**config.mk**
```make
export PLATFORM = sky130hd
export DESIGN_NAME = pes_header_parser
export DESIGN_NICKNAME = d
export VERILOG_FILES = /design/src/hdl/pesh_pkg.sv /design/src/hdl/pes_header_parser.sv
export SDC_FILE = /design/constraint.sdc
export NUM_CORES = 1
export LEC_CHECK = 0
export ABC_AREA = 1
export BUFFER_PORTS_ARGS = -buffer_cell sky130_fd_sc_hd__buf_2
export CORE_MARGIN = 2
export CORE_UTILIZATION = 64
export DETAILED_ROUTE_END_ITERATION = 10
export HOLD_SLACK_MARGIN = 0.1
export PLACE_DENSITY = 0.92
export RECOVER_POWER = 100
export SLEW_MARGIN = 10
export SYNTH_ARGS = -nofsm -noshare
export SYNTH_HDL_FRONTEND = slang
export SYNTH_SLANG_ARGS = --single-unit
```
**constraint.sdc**
```tcl
create_clock -name i_clk -period 21.3 [get_ports i_clk]
set_input_delay 1.065 -clock i_clk [delete_from_list [all_inputs] [get_ports i_clk]]
set_output_delay 1.065 -clock i_clk [all_outputs]
set_load 0.03 [all_outputs]
```
**src/hdl/pesh_pkg.sv**
```systemverilog
package pesh_pkg;

    localparam int TS_BYTES = 5;
    localparam int TS_BITS  = 33;
    localparam int IDX_W    = 3;

    // status codes
    localparam logic [1:0] ST_OK     = 2'd0;
    localparam logic [1:0] ST_PREFIX = 2'd1;
    localparam logic [1:0] ST_MARKER = 2'd2;
    localparam logic [1:0] ST_SHORT  = 2'd3;

    // header bytes needed by the time stamps
    localparam logic [7:0] NEED_PTS     = 8'(TS_BYTES);
    localparam logic [7:0] NEED_PTS_DTS = 8'(2 * TS_BYTES);

    typedef enum logic [6:0] {
        PH_IDLE   = 7'b0000001,
        PH_LEN    = 7'b0000010,
        PH_FLAGS  = 7'b0000100,
        PH_HDRLEN = 7'b0001000,
        PH_PTS    = 7'b0010000,
        PH_DTS    = 7'b0100000,
        PH_SKIP   = 7'b1000000
    } t_phase;

    typedef struct packed {
        logic [7:0]         pes_id;
        logic [15:0]        packet_length;
        logic [15:0]        flags;
        logic [7:0]         header_length;
        logic [TS_BITS-1:0] pts;
        logic [TS_BITS-1:0] dts;
        logic [1:0]         status;
    } t_result;

endpackage

```
**src/hdl/pes_header_parser.sv**
```systemverilog
// PES header parser.
// Input channel (i_valid / o_ready): one stream byte per request. A byte
// with i_start_req high is the stream identifier byte and restarts the parse;
// bytes outside a header without i_start_req are dropped.
// Output channel (o_valid / i_ready): one result per complete header, with
// stream identifier, packet length, flag fields, header length, 33-bit PTS and
// DTS (zero when absent) and a status code that keeps the first error seen.
// Latency: with the output free, the result is valid the cycle after the
// byte that ends the header (header length byte, last time stamp byte or
// last skipped byte).
// Throughput: one byte per cycle while o_ready is high; every byte is handled
// by the per-byte field logic in front of the result register.
// Stall: bytes are still taken while a result waits for i_ready. A second
// header that ends meanwhile is parked in a spare result register and
// o_ready (registered) drops until the receiver takes the first.
// Reset (synchronous, active low) returns the parser to idle, waiting for a
// start byte, and drops any pending result.
module pes_header_parser (
    input  logic                      i_clk,
    input  logic                      i_rst_n,
    input  logic                      i_valid,
    output logic                      o_ready,
    input  logic [7:0]                i_data_byte,
    input  logic                      i_start_req,
    output logic                      o_valid,
    input  logic                      i_ready,
    output logic [7:0]                o_pes_id,
    output logic [15:0]               o_packet_length,
    output logic [1:0]                o_scrambling,
    output logic [3:0]                o_basic_flags,
    output logic [1:0]                o_time_flags,
    output logic [5:0]                o_optional_flags,
    output logic [7:0]                o_header_length,
    output logic [pesh_pkg::TS_BITS-1:0] o_pts,
    output logic [pesh_pkg::TS_BITS-1:0] o_dts,
    output logic [1:0]                o_status
);
    import pesh_pkg::*;

    localparam logic [IDX_W-1:0] TS_LAST = IDX_W'(TS_BYTES - 1);

    t_phase             r_phase, n_phase;
    logic [IDX_W-1:0]   r_idx, n_idx;
    logic [7:0]         r_skip, n_skip;
    logic [7:0]         r_id, n_id;
    logic [15:0]        r_len, n_len;
    logic [15:0]        r_flags, n_flags;
    logic [7:0]         r_hdr_len, n_hdr_len;
    logic [TS_BITS-1:0] r_pts, n_pts;
    logic [TS_BITS-1:0] r_dts, n_dts;
    logic [1:0]         r_error, n_error;
    logic               r_valid;
    t_result            r_out;
    logic               r_skid_valid;
    t_result            r_skid;

    logic               in_acc;
    logic               out_free;
    logic               emit;
    t_result            res_new;
    logic [TS_BITS-1:0] ts_cur, ts_new;
    logic               ts_marker_bad;
    logic [7:0]         needed;
    logic [1:0]         err_code;
    logic               err_hit;

    assign o_ready  = !r_skid_valid;
    assign in_acc   = i_valid && o_ready;
    assign out_free = !r_valid || i_ready;

    // time stamp byte assembly; the bit 0 split is folded into the 33-bit value
    always_comb begin
        ts_cur        = (r_phase == PH_DTS) ? r_dts : r_pts;
        ts_marker_bad = 1'b0;
        case (r_idx)
            3'd0: begin
                ts_new        = {i_data_byte[3:1], 30'b0};
                ts_marker_bad = !i_data_byte[0];
            end
            3'd1: ts_new = ts_cur | {3'b0, i_data_byte, 22'b0};
            3'd2: begin
                ts_new        = ts_cur | {11'b0, i_data_byte[7:1], 15'b0};
                ts_marker_bad = !i_data_byte[0];
            end
            3'd3: ts_new = ts_cur | {18'b0, i_data_byte, 7'b0};
            default: begin
                ts_new        = ts_cur | {26'b0, i_data_byte[7:1]};
                ts_marker_bad = !i_data_byte[0];
            end
        endcase
    end

    always_comb begin
        needed = r_flags[7] ? (r_flags[6] ? NEED_PTS_DTS : NEED_PTS) : 8'd0;
    end

    always_comb begin
        n_phase   = r_phase;
        n_idx     = r_idx;
        n_skip    = r_skip;
        n_id      = r_id;
        n_len     = r_len;
        n_flags   = r_flags;
        n_hdr_len = r_hdr_len;
        n_pts     = r_pts;
        n_dts     = r_dts;
        n_error   = r_error;
        emit      = 1'b0;
        err_hit   = 1'b0;
        err_code  = ST_OK;

        if (in_acc) begin
            if (i_start_req) begin
                n_phase   = PH_LEN;
                n_idx     = '0;
                n_skip    = '0;
                n_id      = i_data_byte;
                n_len     = '0;
                n_flags   = '0;
                n_hdr_len = '0;
                n_pts     = '0;
                n_dts     = '0;
                n_error   = ST_OK;
            end else begin
                case (r_phase)
                    PH_LEN: begin
                        n_len = {r_len[7:0], i_data_byte};
                        n_idx = r_idx + 1'b1;
                        if (r_idx != '0) begin
                            n_idx   = '0;
                            n_phase = PH_FLAGS;
                        end
                    end
                    PH_FLAGS: begin
                        if (r_idx == '0 && i_data_byte[7:6] != 2'b10) begin
                            err_hit  = 1'b1;
                            err_code = ST_PREFIX;
                        end
                        n_flags = {r_flags[7:0], i_data_byte};
                        n_idx   = r_idx + 1'b1;
                        if (r_idx != '0) begin
                            n_idx   = '0;
                            n_phase = PH_HDRLEN;
                        end
                    end
                    PH_HDRLEN: begin
                        n_hdr_len = i_data_byte;
                        n_idx     = '0;
                        if (i_data_byte < needed) begin
                            err_hit  = 1'b1;
                            err_code = ST_SHORT;
                            n_skip   = '0;
                        end else begin
                            n_skip = i_data_byte - needed;
                        end
                        if (r_flags[7]) begin
                            n_phase = PH_PTS;
                        end else if (n_skip == '0) begin
                            emit = 1'b1;
                        end else begin
                            n_phase = PH_SKIP;
                        end
                    end
                    PH_PTS, PH_DTS: begin
                        if (r_phase == PH_DTS) begin
                            n_dts = ts_new;
                        end else begin
                            n_pts = ts_new;
                        end
                        err_hit  = ts_marker_bad;
                        err_code = ST_MARKER;
                        n_idx    = r_idx + 1'b1;
                        if (r_idx == TS_LAST) begin
                            n_idx = '0;
                            if (r_phase == PH_PTS && r_flags[6]) begin
                                n_phase = PH_DTS;
                            end else if (r_skip == '0) begin
                                emit = 1'b1;
                            end else begin
                                n_phase = PH_SKIP;
                            end
                        end
                    end
                    PH_SKIP: begin
                        if (r_skip != '0) begin
                            n_skip = r_skip - 1'b1;
                        end
                        if (n_skip == '0) begin
                            emit = 1'b1;
                        end
                    end
                    default: ;
                endcase

                // first error in stream order wins
                if (err_hit && r_error == ST_OK) begin
                    n_error = err_code;
                end
                if (emit) begin
                    n_phase = PH_IDLE;
                    n_idx   = '0;
                end
            end
        end
    end

    always_comb begin
        res_new.pes_id        = n_id;
        res_new.packet_length = n_len;
        res_new.flags         = n_flags;
        res_new.header_length = n_hdr_len;
        res_new.pts           = n_pts;
        res_new.dts           = n_dts;
        res_new.status        = n_error;
    end

    always_ff @(posedge i_clk) begin
        if (!i_rst_n) begin
            r_phase      <= PH_IDLE;
            r_idx        <= '0;
            r_skip       <= '0;
            r_error      <= ST_OK;
            r_valid      <= 1'b0;
            r_skid_valid <= 1'b0;
        end else begin
            r_phase <= n_phase;
            r_idx   <= n_idx;
            r_skip  <= n_skip;
            r_error <= n_error;
            // no header can end while a result is parked (o_ready is low)
            if (out_free) begin
                if (r_skid_valid) begin
                    r_valid      <= 1'b1;
                    r_skid_valid <= 1'b0;
                end else begin
                    r_valid <= emit;
                end
            end else if (emit) begin
                r_skid_valid <= 1'b1;
            end
        end
    end

    always_ff @(posedge i_clk) begin
        r_id      <= n_id;
        r_len     <= n_len;
        r_flags   <= n_flags;
        r_hdr_len <= n_hdr_len;
        r_pts     <= n_pts;
        r_dts     <= n_dts;
        if (out_free) begin
            if (r_skid_valid) begin
                r_out <= r_skid;
            end else if (emit) begin
                r_out <= res_new;
            end
        end else if (emit) begin
            r_skid <= res_new;
        end
    end

    assign o_valid          = r_valid;
    assign o_pes_id         = r_out.pes_id;
    assign o_packet_length  = r_out.packet_length;
    assign o_scrambling     = r_out.flags[13:12];
    assign o_basic_flags    = r_out.flags[11:8];
    assign o_time_flags     = r_out.flags[7:6];
    assign o_optional_flags = r_out.flags[5:0];
    assign o_header_length  = r_out.header_length;
    assign o_pts            = r_out.pts;
    assign o_dts            = r_out.dts;
    assign o_status         = r_out.status;

endmodule

```
# After elaboration in Yosys (flattened, before gate mapping)
# Cells that the tools add are included.
# W data, S select, Z words.
[classes] bitwise=6 n_lt_le_gt_ge=1 n_eq_ne=16 n_reduce_logical=28 mux=74 add_sub_neg=3
[op_table] op="$mux W33" n=9
[op_table] op="$mux W116" n=2
[op_table] op="$pmux W33 S4" n=1
[op_table] op="$mux W8" n=14
[op_table] op="$mux W16" n=6
[op_table] op="$mux W7" n=9
[op_table] op="$or A33 B15 Y33" n=1
[op_table] op="$or A33 B22 Y33" n=1
[op_table] op="$or A33 B30 Y33" n=1
[op_table] op="$or A33 B7 Y33" n=1
[op_table] op="$pmux W7 S4" n=1
[op_table] op="$logic_not A8 Y1" n=3
[op_table] op="$mux W1" n=17
[op_table] op="$pmux W8 S2" n=1
[op_table] op="$mux W3" n=4
[op_table] op="$ne A4 B4 Y1 const B" n=3
[op_table] op="$ne A5 B5 Y1 const B" n=2
[op_table] op="$pmux W3 S3" n=1
[op_table] op="$lt A8 B4 Y1" n=1
[op_table] op="$mux W2" n=4
[op_table] op="$mux W4" n=2
[op_table] op="$reduce_and A2 Y1" n=4
[op_table] op="$reduce_bool A8 Y1" n=1
[op_table] op="$reduce_or A2 Y1" n=4
[op_table] op="26 further kinds" n=35
[word_totals] input_bits=13 register_bits=366 word_cells=154 out_inout_bits=116

# Logic depth before layout (Yosys ltp)
[depth] ltp_word=17 mapped_depth=19 ltp_nobuf=19

# Worst setup path before layout
# Ideal clock, no wire load.
[synth_path] path_type="input port to flip-flop" start="in i_data_byte[0]" end="reg r_out, in the netlist o_basic_flags[0], enable pin" n_path_buf=0 required_time_ps=20675 slack_ps=12423 cell_stages=14 setup_ps=625 arrival_time_ps=8252 path_cell_list="clkinv_1 > ha_1 > fa_1 > o21ai_1 > nand2_2 > nand2_1 > nand2_1 > nand2_1 > nand3_1 > nor2_1 > nand2_2 > nand2_1 > nand2_1 > a21oi_1"
[synth_between] elab_chain_len=15 elab_cells_between_ends=16 cone_classes="1 x add/sub; 1 x order compare; 11 x mux; 3 x reduce/logical"
[synth_rtl] element="from (decl)" line="pes_header_parser.sv:23" source="input logic [7:0] i_data_byte,"
[synth_rtl] element="$sub A8 B4 Y8 or $lt A8 B4 Y1 (tied branches)" line="pes_header_parser.sv:154, pes_header_parser.sv:149"
[synth_rtl] element="$mux W8 (*)" line="pes_header_parser.sv:149" source="if (i_data_byte < needed) begin"
[synth_rtl] element="$mux W8 (*)" line="pes_header_parser.sv:125" source="case (r_phase)"
[synth_rtl] element="$mux W8 (*)" line="pes_header_parser.sv:113" source="if (i_start_req) begin"
[synth_rtl] element="$mux W8 (*)" line="pes_header_parser.sv:112" source="if (in_acc) begin"
[synth_rtl] element="$logic_not A8 Y1 (*)" line="pes_header_parser.sv:158" source="end else if (n_skip == '0) begin"
[synth_rtl] element="$mux W1 (*)" line="pes_header_parser.sv:158"
[synth_rtl] element="$mux W1 (*)" line="pes_header_parser.sv:156" source="if (r_flags[7]) begin"
[synth_rtl] element="$pmux W1 S3 (*)" line="pes_header_parser.sv:125"
[synth_rtl] element="$mux W1 (*)" line="pes_header_parser.sv:113"
[synth_rtl] element="$mux W1 (*)" line="pes_header_parser.sv:112"
[synth_rtl] element="$mux W1 (*)" line="pes_header_parser.sv:113"
[synth_rtl] element="$mux W1 (*)" line="pes_header_parser.sv:112"
[synth_rtl] element="$reduce_bool A2 Y1 (no source line) (*)"
[synth_rtl] element="$reduce_and A2 Y1 (no source line) (*)"
[synth_rtl] element="to (signal assigned)" line="pes_header_parser.sv:253" source="r_out <= r_skid;"
[synth_rtl] element="to (signal assigned)" line="pes_header_parser.sv:255" source="r_out <= res_new;"
[synth_rtl] element="to (decl)" line="pes_header_parser.sv:53" source="t_result r_out;"
# Mark *: on every way between the ends. The rest lies on a longest branch, timed or not. The select of a mux whose other input is x is not followed.
# A chain may end at the register's enable or synchronous reset.

# Worst setup path in the final report
[layout_path] start="reg r_skid_valid" end="reg r_skid[43] (netlist bit), enable pin"
[layout_between] elab_chain_len=4
[layout_rtl] element="from (decl)" line="pes_header_parser.sv:54" source="logic r_skid_valid;"
[layout_rtl] element="from (signal assigned)" line="pes_header_parser.sv:224" source="r_skid_valid <= 1'b0;"
[layout_rtl] element="from (signal assigned)" line="pes_header_parser.sv:234" source="r_skid_valid <= 1'b0;"
[layout_rtl] element="from (signal assigned)" line="pes_header_parser.sv:239" source="r_skid_valid <= 1'b1;"
[layout_rtl] element="$logic_not A1 Y1" line="pes_header_parser.sv:67" source="assign o_ready = !r_skid_valid;"
[layout_rtl] element="$logic_and A1 B1 Y1" line="pes_header_parser.sv:68" source="assign in_acc = i_valid && o_ready;"
[layout_rtl] element="$mux W1" line="pes_header_parser.sv:112"
[layout_rtl] element="$reduce_and A2 Y1 (no source line)"
[layout_rtl] element="to (signal assigned)" line="pes_header_parser.sv:258" source="r_skid <= res_new;"
[layout_rtl] element="to (decl)" line="pes_header_parser.sv:55" source="t_result r_skid;"
# No other way between the ends.

==> run_results.csv <==
group,metric,value,unit
cells_and_area,fin_area,0.0168,mm^2
setup_path,path_class,"reg2reg",
timing,finalCritPeriodShare,58.5,%
setup_path,rr_startpoint,"r_skid_valid",
routing,postRouteAntennaNets,0,
pwr,leakage,6.35,nW
clock_tree,post_cts.repair.setup_buffers,0,
setup_path,cp.required,21.36,ns
placement,dp_hpwl,23200,um
global_route,grtUsageTotal,29.9,%
timing,skew,0.0265,ns
timing,fmax,80.2,MHz
clock_tree,cts_hold_buf,0,
worst_hold_path,hp-start,"r_skip[0]",
die,core.rowCount,55,
synthesis,async_flop_share,0,%
synthesis,syn_area_per_cell,9.57,um^2
global_route,antenna_found_initial,3,
global_route,grt-ovfl-total,0,
routing,detail_route.wl_per_cell,18.5,um
synthesis,syn_nets,1589,
routing,first_pass_iters,7,
routing,wirelength,37200,um
synthesis,synth_edf_count,228,
outcome,outcome,"finished, violations left",
flow_run,drv_cap,9,
synthesis,synth-seq-cells,362,
timing,setup_viol,0,
synthesis,synth_most_common_cell,"nand2_1",
clock_tree,clkTransAtPathRegs,0.06,ns
synthesis,yosysUniqueCellTypes,39,
timing,holdWs,0.466,ns
synthesis,synth_area_leaders,"edfxtp_1 (46%), dfxtp_1 (18%), nand2_1 (12%)",
die,start_util,65.6,%
clock_tree,cts_max_level,2,
timing,hold_violations,0,
timing,rsz0062_at_grt,"false",
cells_and_area,nNetsFinal,1689,
die,ios,129,
routing,vias,11801,
timing,slew_violations,566,
global_route,use_met2,47.9,%
synthesis,yosysTopAreaCell,"edfxtp_1",
timing,period_needed,12.47,ns
die,design.core.area,0.0228,mm^2
cells_and_area,final_util,73.5,%
setup_path,cp_max_fo,105,
synthesis,ys_top_cells_by_count,"nand2_1 (490), edfxtp_1 (228), dfxtp_1 (134), o21ai_0 (133), nor2_1 (108)",
pwr,powerDensity,86.8,mW/mm^2
die,die_h,157,um
global_route,grt_pass1_vias,10927,
clock_tree,cts_tree,"done",
routing,drc_errors,0,
cells_and_area,area_growth_syn_to_layout,12.0,%
pwr,ir_drop,0.0000708,V
synthesis,synthFlopType,"edfxtp_1",
setup_path,cp.arrival,12.53,ns
synthesis,netlist.area_leader.share,45.7,%
die,die_area,0.0247,mm^2
die,dieWidth,157,um
global_route,grt_pass1_wl,57600,um
clock_tree,clock-root-buffer,"clkbuf_16",
synthesis,syn_area,0.0150,mm^2
routing,routed_via_density,5.88,
global_route,met3_usage,4.57,%
clock_tree,clock_sinks,362,
routing,drt_iter0_drc,1547,
timing,tightest_slew,3.90,ns
setup_path,crit_start,"r_skid_valid",
clock_tree,clock_latency,0.54,ns
synthesis,syn-instance-count,1566,
placement,postPlaceCellArea,0.0158,mm^2
cells_and_area,drive_gt1_share,5.85,%
clock_tree,ctsResizeCount,0,
global_route,grt_max_degree,106,
pwr,power.total,1.46,mW
global_route,top_usage_layer,"met2",
clock_tree,clock_path_buffers,3,
timing,setup_tns,0,ns
timing,maxSlewHeadroom,-160,%
synthesis,yosysSeqAreaShare,63.6,%
placement,gp_congestion,0.917,
setup_path,cp-start-kind,"flop",
global_route,use_met1,40.7,%
setup_path,cp-end-kind,"flop",
clock_tree,numCtsBuffers,35,
synthesis,ys_warn_count,0,
outcome,violations,"capacitance limit, slew limit",
placement,portBuffers,128,
worst_hold_path,hold_path_class,"reg2reg",
[per-layer routing]
| layer | share of wire, % | wire (um) |
|---|---|---|
| met5 | 0.035 | 13 |
| met4 | 4.3 | 1590 |
| met3 | 8.9 | 3300 |
| met2 | 47 | 17500 |
| met1 | 40 | 14800 |
[flip-flops by register name, summed over array words and instances, names as in the netlist, 2 cells and up]
signal and cells:
r_skid 114, o_dts 33, r_phase 7, o_basic_flags 4, r_hdr_len 8, o_pts 33
r_id 8, o_status 2, o_scrambling 2, r_pts 33, r_error 2, r_flags 14
r_dts 33, o_packet_length 16, r_len 16, o_time_flags 2, r_idx 3, o_pes_id 8
o_optional_flags 6, o_header_length 8, r_skip 8
[worst max-delay path, stage by stage (launching register included)]
cell and delay [ns]:
dfxtp_1 1.57, clkinvlp_2 2.27, nand2_1 0.31, nor2_4 0.16, clkbuf_1 1.87, nand2_1 0.34
nor2_1 1.19, clkbuf_1 1.77, clkbuf_1 2.44
[power breakdown]
| part | internal [mW] | leakage, nW | switching (mW) |
|---|---|---|---|
| clock network | 0.354 | 0.560 | 0.265 |
| registers | 0.752 | 3.12 | 0.00583 |
| logic | 0.0209 | 2.67 | 0.0583 |
| total | 1.13 | 6.35 | 0.330 |
[through the flow]
step           worst slack, ns  std cells
2_1_floorplan            12.42       1566
3_3_place_gp             15.89       1942
3_5_place_dp             15.76       1942
4_1_cts                  16.32       2006
5_1_grt                   8.20       2007
6_report                  8.83       2008
[cell families (layout without fill, tap and decap cells)]
| group | count (synthesis) | in the layout | synth area share [%] |
|---|---|---|---|
| other cells | 0 | 2 | 0 |
| buf+inv | 189 | 316 | 4.83 |
| simple gates | 679 | 679 | 18.5 |
| flops | 362 | 362 | 63.6 |
| xor+xnor | 5 | 5 | 0.292 |
| fa+ha+maj | 10 | 10 | 0.885 |
| compound gates | 321 | 321 | 11.9 |
[worst paths after layout]
path | endpoint | slack [ns] | cells after the start
setup / recovery | r_skid[43] | 8.83 | 8
hold / removal | r_skip[0] | 0.47 | 2
setup reg to reg | r_skid[43] | 8.83 | 8
hold reg to reg | r_skip[0] | 0.47 | 2
[cell usage in the layout, fill, tap and decap left out, types with 12 or more instances in the layout]
cell type  netlist  layout
o211ai_1        21      21
nor2_1         108     109
a21oi_1         79      79
edfxtp_1       228     228
clkbuf_1        56     130
clkbuf_16        0      35
inv_1           97      97
nand3_1         38      39
clkinv_1         7      14
dfxtp_1        134     134
o22ai_1         29      29
o21ai_0        133     155
nand2_1        490     491
buf_2           11      13
a31oi_1         12      12
[layout make-up]
cell class                 instances  area, um^2
sequential                       362        9530
fill                            1575        6060
multi-input combinational       1015        4730
clock buffer                      44         940
timing repair buffer             141         561
inverter                         111         418
tap                              313         392
clock inverter                    20         213
antenna                            2        5.00
(Power assumes the default switching activity.)
